--- src/rtl/trapezoid_velocity_profile_defines.svh ---
// Assertion macros shared by the trapezoid velocity profile RTL.
`ifndef TRAPEZOID_VELOCITY_PROFILE_DEFINES_SVH
`define TRAPEZOID_VELOCITY_PROFILE_DEFINES_SVH
`ifndef NO_ASSERTIONS
`define TVP_ASSERT(name, clk, rst, prop, msg) \
   name: assert property (@(posedge clk) disable iff (rst) prop) else $error(msg);
`define TVP_ASSERT_IMPL(name, clk, rst, ante, cons, msg) \
   name: assert property (@(posedge clk) disable iff (rst) (ante) |-> (cons)) else $error(msg);
`else
`define TVP_ASSERT(name, clk, rst, prop, msg)
`define TVP_ASSERT_IMPL(name, clk, rst, ante, cons, msg)
`endif
`endif

--- src/rtl/tvp_pkg.sv ---
// Types and constants of the trapezoid velocity profile generator.
package tvp_pkg;

   localparam int POS_W      = 25;
   localparam int MAG_W      = 25;
   localparam int WIN_W      = 16;
   localparam int SCALE_W    = 4;
   localparam int TICK_W     = 20;
   localparam int AEND_W     = TICK_W + 1;
   localparam int ACC_W      = 16;
   localparam int LIM_W      = 16;
   localparam int CSR_DATA_W = 16;
   localparam int CSR_ADDR_W = 2;
   localparam int VEL_W      = 26;
   localparam int VOUT_W     = 17;
   localparam int FRAC_W     = 8;

   localparam int REQ_TDATA_W = 72;
   localparam int RSP_TDATA_W = 24;

   localparam int PROD_W     = 2 * TICK_W;
   localparam int MAG125_W   = 32;
   localparam int NUM_SHIFT  = 13;
   localparam int NUM_W      = MAG125_W + NUM_SHIFT;
   localparam int DIFF_W     = NUM_W + 1;
   localparam int SQ_REM_W   = TICK_W + 1;
   localparam int SQ_TRY_W   = SQ_REM_W + 2;
   localparam int DIV_STEPS  = NUM_W;
   localparam int SQRT_STEPS = TICK_W;
   localparam int CNT_W      = $clog2(DIV_STEPS);

   localparam logic [CNT_W-1:0] DIV_LAST  = CNT_W'(DIV_STEPS - 1);
   localparam logic [CNT_W-1:0] SQRT_LAST = CNT_W'(SQRT_STEPS - 1);

   localparam logic [TICK_W-1:0] DECEL_RESET = TICK_W'(100000);
   localparam logic [AEND_W-1:0] ACCEL_RESET = '1;

   localparam logic [ACC_W-1:0]   ACCEL_STEP_RESET = ACC_W'(16305);
   localparam logic [LIM_W-1:0]   VEL_LIMIT_RESET  = LIM_W'(21845);
   localparam logic [SCALE_W-1:0] TIME_SCALE_RESET = SCALE_W'(3);

   localparam logic [CSR_ADDR_W-1:0] CSR_ACCEL_STEP = CSR_ADDR_W'(0);
   localparam logic [CSR_ADDR_W-1:0] CSR_VEL_LIMIT  = CSR_ADDR_W'(1);
   localparam logic [CSR_ADDR_W-1:0] CSR_TIME_SCALE = CSR_ADDR_W'(2);

   localparam logic CMD_TICK = 1'b0;
   localparam logic CMD_PLAN = 1'b1;

   typedef enum logic [2:0] {
      PLAN_IDLE,
      PLAN_DIV,
      PLAN_CMP,
      PLAN_SQRT,
      PLAN_DONE
   } plan_state_type;

   typedef struct packed {
      logic              start;
      logic [TICK_W-1:0] time_ticks;
      logic [MAG_W-1:0]  dist_mag;
      logic [ACC_W-1:0]  accel;
   } plan_req_type;

   typedef struct packed {
      logic              busy;
      logic              done;
      logic              err;
      logic [TICK_W-1:0] root;
   } plan_rsp_type;

endpackage

--- src/rtl/tvp_plan.sv ---
// Bit-serial plan unit: divide, square and integer square root for one move plan.
`include "trapezoid_velocity_profile_defines.svh"

module tvp_plan (
   input  logic                  clock,
   input  logic                  reset,
   input  tvp_pkg::plan_req_type plan_req,
   input  logic                  plan_ack,
   output tvp_pkg::plan_rsp_type plan_rsp
);
   import tvp_pkg::*;

   plan_state_type state_ff, state_in;

   logic [NUM_W-1:0]    num_ff;
   logic [ACC_W-1:0]    rem_ff;
   logic [ACC_W-1:0]    acc_ff;
   logic [PROD_W-1:0]   mcand_ff;
   logic [TICK_W-1:0]   mplier_ff;
   logic [PROD_W-1:0]   prod_ff;
   logic [CNT_W-1:0]    cnt_ff;
   logic                err_ff;
   logic [PROD_W-1:0]   x_ff;
   logic [SQ_REM_W-1:0] sq_rem_ff;
   logic [TICK_W-1:0]   root_ff;

   logic [MAG125_W-1:0] mag_ext;
   logic [MAG125_W-1:0] mag125;
   logic [ACC_W:0]      div_try;
   logic                q_bit;
   logic [ACC_W-1:0]    div_rem_in;
   logic [DIFF_W-1:0]   diff;
   logic                diff_nonpos;
   logic [SQ_TRY_W-1:0] sq_try;
   logic [SQ_TRY_W-1:0] sq_trial;
   logic                sq_bit;

   assign mag_ext = MAG125_W'(plan_req.dist_mag);
   assign mag125  = (mag_ext << 7) - (mag_ext << 1) - mag_ext;

   assign div_try    = {rem_ff, num_ff[NUM_W-1]};
   assign q_bit      = div_try >= {1'b0, acc_ff};
   assign div_rem_in = q_bit ? ACC_W'(div_try - {1'b0, acc_ff}) : div_try[ACC_W-1:0];

   assign diff        = DIFF_W'(prod_ff) - {1'b0, num_ff};
   assign diff_nonpos = diff[DIFF_W-1] || (diff == '0);

   assign sq_try   = {sq_rem_ff, x_ff[PROD_W-1 -: 2]};
   assign sq_trial = {1'b0, root_ff, 2'b01};
   assign sq_bit   = sq_try >= sq_trial;

   always_ff @(posedge clock) begin
      if (reset) begin
         state_ff <= PLAN_IDLE;
      end else begin
         state_ff <= state_in;
      end
   end

   always_comb begin
      state_in = state_ff;
      unique case (state_ff)
         PLAN_IDLE: begin
            if (plan_req.start) state_in = PLAN_DIV;
         end
         PLAN_DIV: begin
            if (cnt_ff == DIV_LAST) state_in = PLAN_CMP;
         end
         PLAN_CMP: begin
            state_in = diff_nonpos ? PLAN_DONE : PLAN_SQRT;
         end
         PLAN_SQRT: begin
            if (cnt_ff == SQRT_LAST) state_in = PLAN_DONE;
         end
         PLAN_DONE: begin
            if (plan_ack) state_in = PLAN_IDLE;
         end
         default: state_in = PLAN_IDLE;
      endcase
   end

   always_comb begin
      plan_rsp.busy = state_ff != PLAN_IDLE;
      plan_rsp.done = state_ff == PLAN_DONE;
      plan_rsp.err  = err_ff;
      plan_rsp.root = root_ff;
   end

   always_ff @(posedge clock) begin
      case (state_ff)
         PLAN_IDLE: begin
            if (plan_req.start) begin
               num_ff    <= {mag125, NUM_SHIFT'(0)};
               rem_ff    <= '0;
               acc_ff    <= plan_req.accel;
               mcand_ff  <= PROD_W'(plan_req.time_ticks);
               mplier_ff <= plan_req.time_ticks;
               prod_ff   <= '0;
               cnt_ff    <= '0;
            end
         end
         PLAN_DIV: begin
            num_ff    <= {num_ff[NUM_W-2:0], q_bit};
            rem_ff    <= div_rem_in;
            prod_ff   <= prod_ff + (mplier_ff[0] ? mcand_ff : '0);
            mcand_ff  <= mcand_ff << 1;
            mplier_ff <= mplier_ff >> 1;
            cnt_ff    <= cnt_ff + 1'b1;
         end
         PLAN_CMP: begin
            err_ff    <= diff_nonpos;
            x_ff      <= diff[PROD_W-1:0];
            sq_rem_ff <= '0;
            root_ff   <= '0;
            cnt_ff    <= '0;
         end
         PLAN_SQRT: begin
            x_ff      <= x_ff << 2;
            sq_rem_ff <= sq_bit ? SQ_REM_W'(sq_try - sq_trial) : sq_try[SQ_REM_W-1:0];
            root_ff   <= {root_ff[TICK_W-2:0], sq_bit};
            cnt_ff    <= cnt_ff + 1'b1;
         end
         default: ;
      endcase
   end

   `TVP_ASSERT_IMPL(a_div_rem_below_divisor, clock, reset, state_ff == PLAN_DIV, rem_ff < acc_ff, "division remainder not below divisor")
   `TVP_ASSERT_IMPL(a_div_divisor_nonzero, clock, reset, state_ff == PLAN_DIV, acc_ff != '0, "zero divisor in division")
   `TVP_ASSERT(a_done_after_work, clock, reset, (state_ff == PLAN_DONE) |-> ($past(state_ff) != PLAN_IDLE), "plan finished without work")

endmodule

--- src/rtl/trapezoid_velocity_profile.sv ---
// Top level of the single-axis trapezoid velocity profile generator.
//
// Channel  Direction  Handshake              Payload
// req      in         req_tvalid/req_tready  req_tuser cmd, req_tdata plan fields and stop
// rsp      out        rsp_tvalid/rsp_tready  rsp_tdata velocity, done and error flags
// csr      in         csr_we                 csr_addr register index, csr_wdata value
//
// A tick's result is registered in the cycle after its transfer.
// A plan runs the bit-serial divider (45 steps, squaring runs beside it), then a compare, and
// when the window is long enough the 20-step square root; a too-short window skips the root.
// Reset is synchronous and restores the register and profile state.
// While a plan runs or the result register is full and stalled, req_tready stays low.

`include "trapezoid_velocity_profile_defines.svh"

module trapezoid_velocity_profile (
   input  logic                                clock,
   input  logic                                reset,
   input  logic                                req_tvalid,
   output logic                                req_tready,
   // origin_pos[24:0], target_pos[49:25], window_ms[65:50], stop[66], zero fill
   input  logic [tvp_pkg::REQ_TDATA_W-1:0]     req_tdata,
   // cmd[0]
   input  logic                                req_tuser,
   output logic                                rsp_tvalid,
   input  logic                                rsp_tready,
   // velocity_cmd[16:0], move_done[17], plan_error[18], zero fill
   output logic [tvp_pkg::RSP_TDATA_W-1:0]     rsp_tdata,
   input  logic                                csr_we,
   input  logic [tvp_pkg::CSR_ADDR_W-1:0]      csr_addr,
   input  logic [tvp_pkg::CSR_DATA_W-1:0]      csr_wdata
);
   import tvp_pkg::*;

   logic [ACC_W-1:0]   accel_step_ff;
   logic [LIM_W-1:0]   vel_limit_ff;
   logic [SCALE_W-1:0] time_scale_ff;

   logic [TICK_W-1:0]       tick_count_ff, tick_count_in;
   logic signed [AEND_W-1:0] accel_end_ff, accel_end_in;
   logic [TICK_W-1:0]       decel_start_ff, decel_start_in;
   logic [TICK_W-1:0]       move_end_ff, move_end_in;
   logic signed [VEL_W-1:0] velocity_acc_ff, velocity_acc_in;
   logic signed [1:0]       direction_ff, direction_in;

   logic                     rsp_valid_ff, rsp_valid_in;
   logic signed [VOUT_W-1:0] rsp_vel_ff, rsp_vel_in;
   logic                     rsp_done_ff, rsp_done_in;
   logic                     rsp_err_ff, rsp_err_in;

   plan_req_type plan_req;
   plan_rsp_type plan_rsp;
   logic         plan_ack;

   logic                     req_fire;
   logic                     is_plan;
   logic                     is_tick;
   logic signed [POS_W-1:0]  origin_pos;
   logic signed [POS_W-1:0]  target_pos;
   logic [WIN_W-1:0]         window_ms;
   logic                     stop;
   logic signed [POS_W:0]    travel;
   logic [MAG_W-1:0]         dist_mag;
   logic [TICK_W-1:0]        time_ticks;
   logic [TICK_W:0]          ae_sum;
   logic [TICK_W:0]          ds_sum;

   logic [TICK_W-1:0]        tick_next;
   logic                     in_accel;
   logic                     at_end;
   logic                     in_decel;
   logic signed [VEL_W:0]    step_pos;
   logic signed [VEL_W:0]    step_dir;
   logic signed [VEL_W:0]    delta;
   logic signed [VEL_W:0]    vel_sum;
   logic signed [VEL_W:0]    lim;
   logic signed [VEL_W-1:0]  vel_new;
   logic [VEL_W-1:0]         vel_mag;
   logic [VOUT_W-1:0]        vel_int;

   assign origin_pos = req_tdata[POS_W-1:0];
   assign target_pos = req_tdata[2*POS_W-1:POS_W];
   assign window_ms  = req_tdata[2*POS_W+WIN_W-1:2*POS_W];
   assign stop       = req_tdata[2*POS_W+WIN_W];

   assign req_tready = !plan_rsp.busy && (!rsp_valid_ff || rsp_tready);
   assign req_fire   = req_tvalid && req_tready;
   assign is_plan    = req_fire && (req_tuser == CMD_PLAN);
   assign is_tick    = req_fire && (req_tuser == CMD_TICK) && !stop;
   assign plan_ack   = plan_rsp.done && (!rsp_valid_ff || rsp_tready);

   assign travel     = (POS_W+1)'(target_pos) - (POS_W+1)'(origin_pos);
   assign dist_mag   = travel[POS_W] ? MAG_W'(-travel) : travel[MAG_W-1:0];
   assign time_ticks = TICK_W'(window_ms) * TICK_W'(time_scale_ff);

   assign plan_req.start      = is_plan;
   assign plan_req.time_ticks = time_ticks;
   assign plan_req.dist_mag   = dist_mag;
   assign plan_req.accel      = (accel_step_ff == '0) ? ACC_W'(1) : accel_step_ff;

   tvp_plan u_plan (
      .clock    (clock),
      .reset    (reset),
      .plan_req (plan_req),
      .plan_ack (plan_ack),
      .plan_rsp (plan_rsp)
   );

   assign ae_sum = {1'b0, move_end_ff} - {1'b0, plan_rsp.root};
   assign ds_sum = {1'b0, move_end_ff} + {1'b0, plan_rsp.root};

   assign tick_next = tick_count_ff + 1'b1;
   assign in_accel  = $signed({1'b0, tick_next}) < accel_end_ff;
   assign at_end    = tick_next >= move_end_ff;
   assign in_decel  = tick_next >= decel_start_ff;
   assign lim       = $signed({3'b000, vel_limit_ff, FRAC_W'(0)});
   assign step_pos  = $signed((VEL_W+1)'(accel_step_ff));

   always_comb begin
      if (direction_ff == 2'sd1) begin
         step_dir = step_pos;
      end else if (direction_ff == -2'sd1) begin
         step_dir = -step_pos;
      end else begin
         step_dir = '0;
      end
      if (in_accel) begin
         delta = step_dir;
      end else if (in_decel) begin
         delta = -step_dir;
      end else begin
         delta = '0;
      end
      vel_sum = {velocity_acc_ff[VEL_W-1], velocity_acc_ff} + delta;
      if (!in_accel && at_end) begin
         vel_sum = '0;
      end
      if (vel_sum > lim) begin
         vel_new = VEL_W'(lim);
      end else if (vel_sum < -lim) begin
         vel_new = VEL_W'(-lim);
      end else begin
         vel_new = VEL_W'(vel_sum);
      end
      vel_mag = vel_new[VEL_W-1] ? VEL_W'(-vel_new) : vel_new;
      vel_int = vel_mag[VOUT_W+FRAC_W-1:FRAC_W];
   end

   always_comb begin
      tick_count_in   = tick_count_ff;
      accel_end_in    = accel_end_ff;
      decel_start_in  = decel_start_ff;
      move_end_in     = move_end_ff;
      velocity_acc_in = velocity_acc_ff;
      direction_in    = direction_ff;
      if (is_plan) begin
         move_end_in  = time_ticks;
         direction_in = travel[POS_W] ? -2'sd1 : ((travel != '0) ? 2'sd1 : 2'sd0);
      end
      if (plan_ack && !plan_rsp.err) begin
         accel_end_in   = $signed({1'b0, ae_sum[TICK_W:1]});
         decel_start_in = ds_sum[TICK_W:1];
      end
      if (is_tick) begin
         velocity_acc_in = vel_new;
         if (!in_accel && at_end) begin
            tick_count_in  = '0;
            accel_end_in   = ACCEL_RESET;
            decel_start_in = DECEL_RESET;
         end else begin
            tick_count_in = tick_next;
         end
      end
   end

   always_comb begin
      rsp_valid_in = rsp_valid_ff;
      rsp_vel_in   = rsp_vel_ff;
      rsp_done_in  = rsp_done_ff;
      rsp_err_in   = rsp_err_ff;
      if (rsp_tready) begin
         rsp_valid_in = 1'b0;
      end
      if (plan_ack) begin
         rsp_valid_in = 1'b1;
         rsp_vel_in   = '0;
         rsp_done_in  = 1'b0;
         rsp_err_in   = plan_rsp.err;
      end else if (req_fire && (req_tuser == CMD_TICK)) begin
         rsp_valid_in = 1'b1;
         rsp_err_in   = 1'b0;
         if (stop) begin
            rsp_vel_in  = '0;
            rsp_done_in = 1'b0;
         end else begin
            rsp_vel_in  = vel_new[VEL_W-1] ? $signed(-vel_int) : $signed(vel_int);
            rsp_done_in = !in_accel && at_end;
         end
      end
   end

   always_ff @(posedge clock) begin
      if (reset) begin
         accel_step_ff   <= ACCEL_STEP_RESET;
         vel_limit_ff    <= VEL_LIMIT_RESET;
         time_scale_ff   <= TIME_SCALE_RESET;
         tick_count_ff   <= '0;
         accel_end_ff    <= ACCEL_RESET;
         decel_start_ff  <= DECEL_RESET;
         move_end_ff     <= '0;
         velocity_acc_ff <= '0;
         direction_ff    <= '0;
         rsp_valid_ff    <= 1'b0;
      end else begin
         if (csr_we) begin
            unique case (csr_addr)
               CSR_ACCEL_STEP: accel_step_ff <= csr_wdata[ACC_W-1:0];
               CSR_VEL_LIMIT:  vel_limit_ff  <= csr_wdata[LIM_W-1:0];
               CSR_TIME_SCALE: time_scale_ff <= csr_wdata[SCALE_W-1:0];
               default: ;
            endcase
         end
         tick_count_ff   <= tick_count_in;
         accel_end_ff    <= accel_end_in;
         decel_start_ff  <= decel_start_in;
         move_end_ff     <= move_end_in;
         velocity_acc_ff <= velocity_acc_in;
         direction_ff    <= direction_in;
         rsp_valid_ff    <= rsp_valid_in;
      end
   end

   always_ff @(posedge clock) begin
      rsp_vel_ff  <= rsp_vel_in;
      rsp_done_ff <= rsp_done_in;
      rsp_err_ff  <= rsp_err_in;
   end

   assign rsp_tvalid = rsp_valid_ff;
   assign rsp_tdata  = RSP_TDATA_W'({rsp_err_ff, rsp_done_ff, rsp_vel_ff});

   `TVP_ASSERT_IMPL(a_done_clears_count, clock, reset, rsp_valid_ff && rsp_done_ff, tick_count_ff == '0, "move done reported with a running tick count")
   `TVP_ASSERT(a_phase_order, clock, reset, accel_end_ff <= $signed({1'b0, decel_start_ff}), "acceleration ends after deceleration starts")
   `TVP_ASSERT_IMPL(a_no_transfer_while_planning, clock, reset, plan_rsp.busy, !req_tready, "input transfer possible during a plan")

endmodule

--- config.mk ---
export PLATFORM = sky130hd
export DESIGN_NAME = trapezoid_velocity_profile
export DESIGN_NICKNAME = d
export VERILOG_FILES = /design/src/rtl/tvp_pkg.sv /design/src/rtl/tvp_plan.sv /design/src/rtl/trapezoid_velocity_profile.sv
export VERILOG_INCLUDE_DIRS = /design/src /design/src/rtl
export SDC_FILE = /design/constraint.sdc
export NUM_CORES = 2
export LEC_CHECK = 0
export ABC_AREA = 1
export BUFFER_PORTS_ARGS = -buffer_cell sky130_fd_sc_hd__buf_2
export CORE_MARGIN = 1
export CORE_UTILIZATION = 58
export DETAILED_ROUTE_END_ITERATION = 10
export PLACE_DENSITY = 0.83
export SLEW_MARGIN = 20
export SYNTH_ARGS = -nofsm -noshare
export SYNTH_HDL_FRONTEND = slang
export SYNTH_HIERARCHICAL = 1
export SYNTH_SLANG_ARGS = --single-unit
export TNS_END_PERCENT = 5
--- constraint.sdc ---
create_clock -name clock -period 9 [get_ports clock]
set_input_delay 0 -clock clock [delete_from_list [all_inputs] [get_ports clock]]
set_output_delay 0 -clock clock [all_outputs]
set_load 0.02 [all_outputs]
; ---- Word level (Yosys, flattened, before mapping)
; Cells that the tools add are included.
[word_totals]
n_memories = 0
mem_bits_ro = 0
in_bits = 96
out_inout_bits = 26
register_bits = 433
mem_bits_rw = 0
latch_bits = 0
[classes]
add_sub_neg = 18
n_shift = 0
div_mod_pow = 0
mux = 50
reduce_logical = 34
n_eq_ne = 14
bitwise = 1
n_mul = 1
order_cmp = 7
[ops]
columns = operator, count
row1 = 40-bit case mux with 2 select lines, 3
row2 = 27-bit two-way mux, 5
row3 = 40-bit two-way mux, 3
row4 = 20-bit two-way mux, 5
row5 = 45-bit case mux with 2 select lines, 1
row6 = 21-bit two-way mux, 4
row7 = 20-bit case mux with 2 select lines, 2
row8 = 26-bit two-way mux, 2
row9 = 25-bit two-way mux, 2
row10 = 25-bit negation, 2
row11 = 46-bit logical NOT, 1
row12 = 40-bit by 45-bit subtractor with 46-bit output, 1
row13 = 45-bit two-way mux, 1
row14 = 21-bit case mux with 2 select lines, 1
row15 = 40-bit adder, 1
row16 = 20-bit greater-or-equal comparator, 2
row17 = 17-bit two-way mux, 2
row18 = 16-bit two-way mux, 2
row19 = 16-bit case mux with 2 select lines, 1
row20 = 32-bit by 25-bit subtractor with 32-bit output, 1
row21 = 32-bit by 26-bit subtractor with 32-bit output, 1
row22 = 27-bit adder, 1
row23 = 27-bit by 25-bit greater-than comparator with 1-bit output, 1
row24 = 27-bit < comparator, 1
row25 = other kinds (43), 79

; ---- Depth between registers and ports, before layout
[depth]
word_depth = 16
ltp_mapped = 72
depth_no_buf = 70

; ---- Hierarchy
; The synthesis kept the hierarchy.
[by_module_without_submodules]
columns = module, seq_area_each_um2, area_per_inst_um2, instances, cells_each
row1 = tvp_plan, 8017.7, 20184.4, 1, 2658
row2 = trapezoid_velocity_profile, 3313.2, 18694.2, 1, 2975

; ---- Worst setup path before layout
; Ideal clock, no wire load.
[synth_path]
path_kind = register to register
start = register tick_count_ff[0]
end = register rsp_vel_ff[12]
n_path_buf = 4
setup_ns = 0.112
slack_ns = 0.594
path_stages_with_launch = 69
required_time_ns = 8.888
arrival_time_ns = 8.294
path_cell_list = dfxtp_1 -> inv_1 -> nor2_1 -> nand3_1 -> nor3b_1 -> nand3_1 -> nor2_1 -> nand3_1 -> nand3b_1 -> nor2_1 -> nand3_1 -> xor2_1 -> inv_1 -> ha_1 -> nand2_2 -> inv_2 -> nand2_1 -> nand2_1 -> (+33 left out) -> nand2_1 -> nand3_2 -> inv_2 -> buf_6 -> nand3_1 -> nand2_1 -> ha_1 -> inv_1 -> nor2_4 -> nand2_2 -> nor2_4 -> nand2_2 -> nand2_4 -> nand2_1 -> nand2_1 -> nand2_1 -> nand2_1 -> nand2_1
[synth_via]
elab_chain_cells = 14
elab_cells_between_ends = 19
classes_between = add/sub: 4 / order compare: 5 / mux: 8 / reduce/logical: 2
[synth_lines]
columns = item, line
row1 = "start, declared", trapezoid_velocity_profile.sv:39  ; logic [TICK_W-1:0] tick_count_ff, tick_count_in;
row2 = "start signal, assigned", trapezoid_velocity_profile.sv:223  ; tick_count_ff <= tick_count_in;
row3 = 20-bit by 1-bit adder with 20-bit output *, trapezoid_velocity_profile.sv:112  ; assign tick_next = tick_count_ff + 1'b1;
row4 = 20-bit greater-or-equal comparator, trapezoid_velocity_profile.sv:115  ; assign in_decel = tick_next >= decel_start_ff;
row5 = 27-bit two-way mux, trapezoid_velocity_profile.sv:129  ; end else if (in_decel) begin
row6 = 27-bit two-way mux, trapezoid_velocity_profile.sv:127  ; if (in_accel) begin
row7 = 27-bit adder, trapezoid_velocity_profile.sv:134  ; vel_sum = {velocity_acc_ff[VEL_W-1], velocity_acc_ff} + delta;
row8 = 27-bit two-way mux *, trapezoid_velocity_profile.sv:135  ; if (!in_accel && at_end) begin
row9 = 27-bit < comparator, trapezoid_velocity_profile.sv:140  ; end else if (vel_sum < -lim) begin
row10 = 26-bit two-way mux, trapezoid_velocity_profile.sv:140
row11 = 26-bit two-way mux *, trapezoid_velocity_profile.sv:138  ; if (vel_sum > lim) begin
row12 = 25-bit negation, trapezoid_velocity_profile.sv:145  ; vel_mag = vel_new[VEL_W-1] ? VEL_W'(-vel_new) : vel_new;
row13 = 25-bit two-way mux, trapezoid_velocity_profile.sv:145
row14 = 17-bit negation, trapezoid_velocity_profile.sv:196  ; rsp_vel_in = vel_new[VEL_W-1] ? $signed(-vel_int) : $signed(vel_int);
row15 = 17-bit two-way mux *, trapezoid_velocity_profile.sv:196
row16 = 17-bit two-way mux *, trapezoid_velocity_profile.sv:192  ; if (stop) begin
row17 = "end signal, assigned", trapezoid_velocity_profile.sv:234  ; rsp_vel_ff <= rsp_vel_in;
row18 = "end, declared", trapezoid_velocity_profile.sv:47  ; logic signed [VOUT_W-1:0] rsp_vel_ff, rsp_vel_in;
; Mark *: on every way between the ends. The rest lies on a longest branch, timed or not.
; A chain may end at the register's enable or synchronous reset.

; ---- Final worst setup path
[layout_path]
start = register tick_count_ff[2]
end = register rsp_vel_ff[12]
; Same word-level chain as after synthesis.

==> results.toml <==
[routing]
drt_iter0_drc = 3363
drtPass1Iterations = 6
postRouteAntennaNets = 0
drc_errors = 0
wl_per_cell_um = 15.8
vias = 37488
drt-total-wl_um = 108000
via_per_inst = 5.49

[flow_run]
max_cap_violations = 0

[setup_path]
endpoint_kind = "register"
cp.required_ns = 9.52
cp_slowest_stage_delay_ns = 0.34
crit_path_start_kind = "register"
cp_common_cell = "nand2_1"
cp_data_arrival_time_ns = 9.09
cp_slowest_cell = "dfxtp_1"
critPathMaxFanout = 15
crit_type = "reg -> reg"

[timing]
period_share_pct = 95.2
rsz0062_at_grt = "true"
min_period_ns = 8.57
fmax_mhz = 117
finalMaxSlewViolations = 0
slew-limit-headroom_pct = 31.5
hold_viol = 0
finalSetupViolations = 0
skew_ns = 0.0380
holdWs_ns = 0.0901
worstMarginPinSlew_ns = 1.03

[yosys]
synth-main-ff-cell = "edfxtp_1"
yosysTopAreaCellShare_pct = 20.5
syn_avg_cell_area_um2 = 6.90
ys_top_cells_by_area = "edfxtp_1 (21%), nand2_1 (15%), ha_1 (11%), inv_1 (9.0%), dfxtp_1 (8.6%)"
seq_area_frac_synth_pct = 29.1
synth_top_area_cell = "edfxtp_1"
async_reset_ff_share_pct = 0
synth.distinct_cells = 72
netlist_area_um2 = 38900
synth-edff-count = 266
ys_seq_elements = 433
synth_warnings = 6
syn-instance-count = 5633

[cells_and_area]
multi_input_comb_area_um2 = 23600
drive_above_1_share_pct = 11.6
final_cell_mix = "nand2_1 (1533), inv_1 (921), nor2_1 (441), a21oi_1 (433), ha_1 (348)"
nNetsFinal = 6417
final-seq-area_um2 = 11300
fillers = 5594
areaGrowthSynthToFinish_pct = 13.6
final_common_cell = "nand2_1"
design_area_um2 = 44200
stdcell_count = 6828

[floorplanning]
coreArea_um2 = 66100
io_pins = 122
dieArea_um2 = 68100
initial_core_util_pct = 58.8
die_w_um = 261
die_y_um = 261
core.rowCount = 94

[pwr]
switching_power_w = 0.00661
peakVddDrop_uv = 283
leakagePower_nw = 22.8
clkPwrFrac_pct = 16.4
p_per_area_nw_per_um2 = 313
p_int_w = 0.00720
switching_share_pct = 47.8
seq_power_share_pct = 24.1
share_comb_of_total_power_pct = 59.5

[clock_network]
path_clk_slew_ns = 0.07
htreeDepth = 2
cts_buffer_depth = 3
worstSkewPairLatency_ns = 0.63
cts_tree = "done"
clock-sinks = 433
clockRootBuffer = "clkbuf_16"
cts_buffers = 51

[place]
io_buffers = 111
gp_congestion = 0.985
dp_hpwl_um = 82000
placed_cells = 6675
postPlaceCellArea_um2 = 41500

[grt]
grt_pass1_vias = 34946
globalRouteTotalUtil_pct = 31.2
antenna_found_initial = 11
grt_overflow = 0
grt_pass1_wl_um = 172000
grt_start_max_net_pins = 95

[outcome]
outcome = "finished clean"

[hold_path]
min_path_type = "in -> reg"
[state kept, by name, summed over array words and instances, names as in the netlist, 17 cells and up]
| signal | flops |
|---|---|
| u_plan/sq_rem_ff | 21 |
| u_plan/mplier_ff | 20 |
| u_plan/root_ff | 20 |
| tick_count_ff | 20 |
| rsp_vel_ff | 17 |
| move_end_ff | 20 |
| u_plan/x_ff | 40 |
| u_plan/mcand_ff | 40 |
| u_plan/num_ff | 45 |
| decel_start_ff | 20 |
| u_plan/prod_ff | 40 |
| velocity_acc_ff | 26 |
| accel_end_ff | 21 |
[stage by stage]
stage	worst slack (ns)	TNS [ns]	total power [W]	utilization (%)
floorplan	0.594	0	0.00927	-
global placement	0.404	0	0.0111	62.7
detailed placement	0.152	0	0.0113	62.7
CTS	0.0672	0	0.0137	66.1
global route	-0.251	-1.98	0.0150	66.8
finish	0.435	0	0.0138	66.8
[path summary, 6_finish.rpt]
check	start	to	slack, ns	cells after the start
worst min-delay path	req_tdata[66]	velocity_acc_ff[0]$_SDFFE_PP0P_	0.09	4
worst max register to register	tick_count_ff[2]$_SDFFE_PP0P_	rsp_vel_ff[12]$_SDFFE_PP0P_	0.43	62
worst min register to register	rsp_vel_ff[13]$_SDFFE_PP0P_	rsp_vel_ff[13]$_SDFFE_PP0P_	0.45	2
worst max-delay path	tick_count_ff[2]$_SDFFE_PP0P_	rsp_vel_ff[12]$_SDFFE_PP0P_	0.43	62
[repair_timing]
item,CTS,global route
hold buffers,44,0
endpoints found under the setup margin,0,17
gates resized for setup,0,88
buffers inserted,0,6
endpoints found under the hold margin,66,0
[power by group through the flow]
stage | sequential [W] | combinational (W) | clock, W
detailed placement | 0.00335 | 0.00797 | 0
finish | 0.00333 | 0.00822 | 0.00226
floorplan | 0.00331 | 0.00596 | 0
CTS | 0.00332 | 0.00805 | 0.00229
global placement | 0.00333 | 0.00776 | 0
global route | 0.00338 | 0.00923 | 0.00236
[cell usage after synthesis (7+ instances only)]
cell type,n
a211oi_1,11
a21o_1,10
a21oi_1,439
a21oi_2,7
a31oi_1,28
buf_2,8
buf_4,11
buf_6,8
clkbuf_1,111
dfxtp_1,167
edfxtp_1,266
fa_1,53
ha_1,352
inv_1,928
inv_2,38
nand2_1,1546
nand2_2,51
nand3_1,246
nand3_2,27
nand3b_1,14
nand4_1,45
nor2_1,463
nor2_2,24
nor2_4,8
nor3_1,45
nor4_1,12
o211ai_1,63
o21a_1,15
o21ai_0,284
o21ai_1,24
o21ai_2,11
o21bai_1,24
o221ai_1,9
o31ai_1,10
or2_2,13
xnor2_1,78
xor2_1,107
[cell type report]
class / instances / share of cell area, %
Clock inverter: 24 / 0.739
Antenna cell: 6 / 0.0340
Clock buffer: 71 / 3.40
Sequential cell: 433 / 25.7
Tap cell: 864 / 2.45
Multi-Input combinational cell: 4089 / 53.5
Inverter: 971 / 8.27
Timing Repair Buffer: 370 / 5.95
[kinds of logic (layout without fill, tap and decap cells)]
family          count (synthesis)  after routing  synth area share (%)
other cells                     1             11               0.00965
fa+ha+maj                     405            405                  14.1
buf+inv                      1116           1436                  11.1
flops                         433            433                  29.1
xor+xnor                      185            185                  4.17
simple gates                 2522           2523                  27.4
compound gates                971            971                  14.1
[worst max-delay path, delay by kind of cell, from the launching register on]
kind,cells,cell delay (ns)
flip-flops,1,0.34
buffers and inverters,9,1.30
AND/OR/NAND/NOR,43,4.62
adder cells (fa/ha/maj),3,0.88
AO/OA/AOI/OAI,4,0.75
XOR/XNOR,3,0.55
[metal layers]
layer / global-route usage (%) / share of wire, %
met5: 0 / 0.045
met4: 10.8 / 3.2
met3: 4.85 / 8.0
met2: 51.2 / 45
met1: 41.8 / 44
Note: power is estimated with default switching activity, not from simulation.
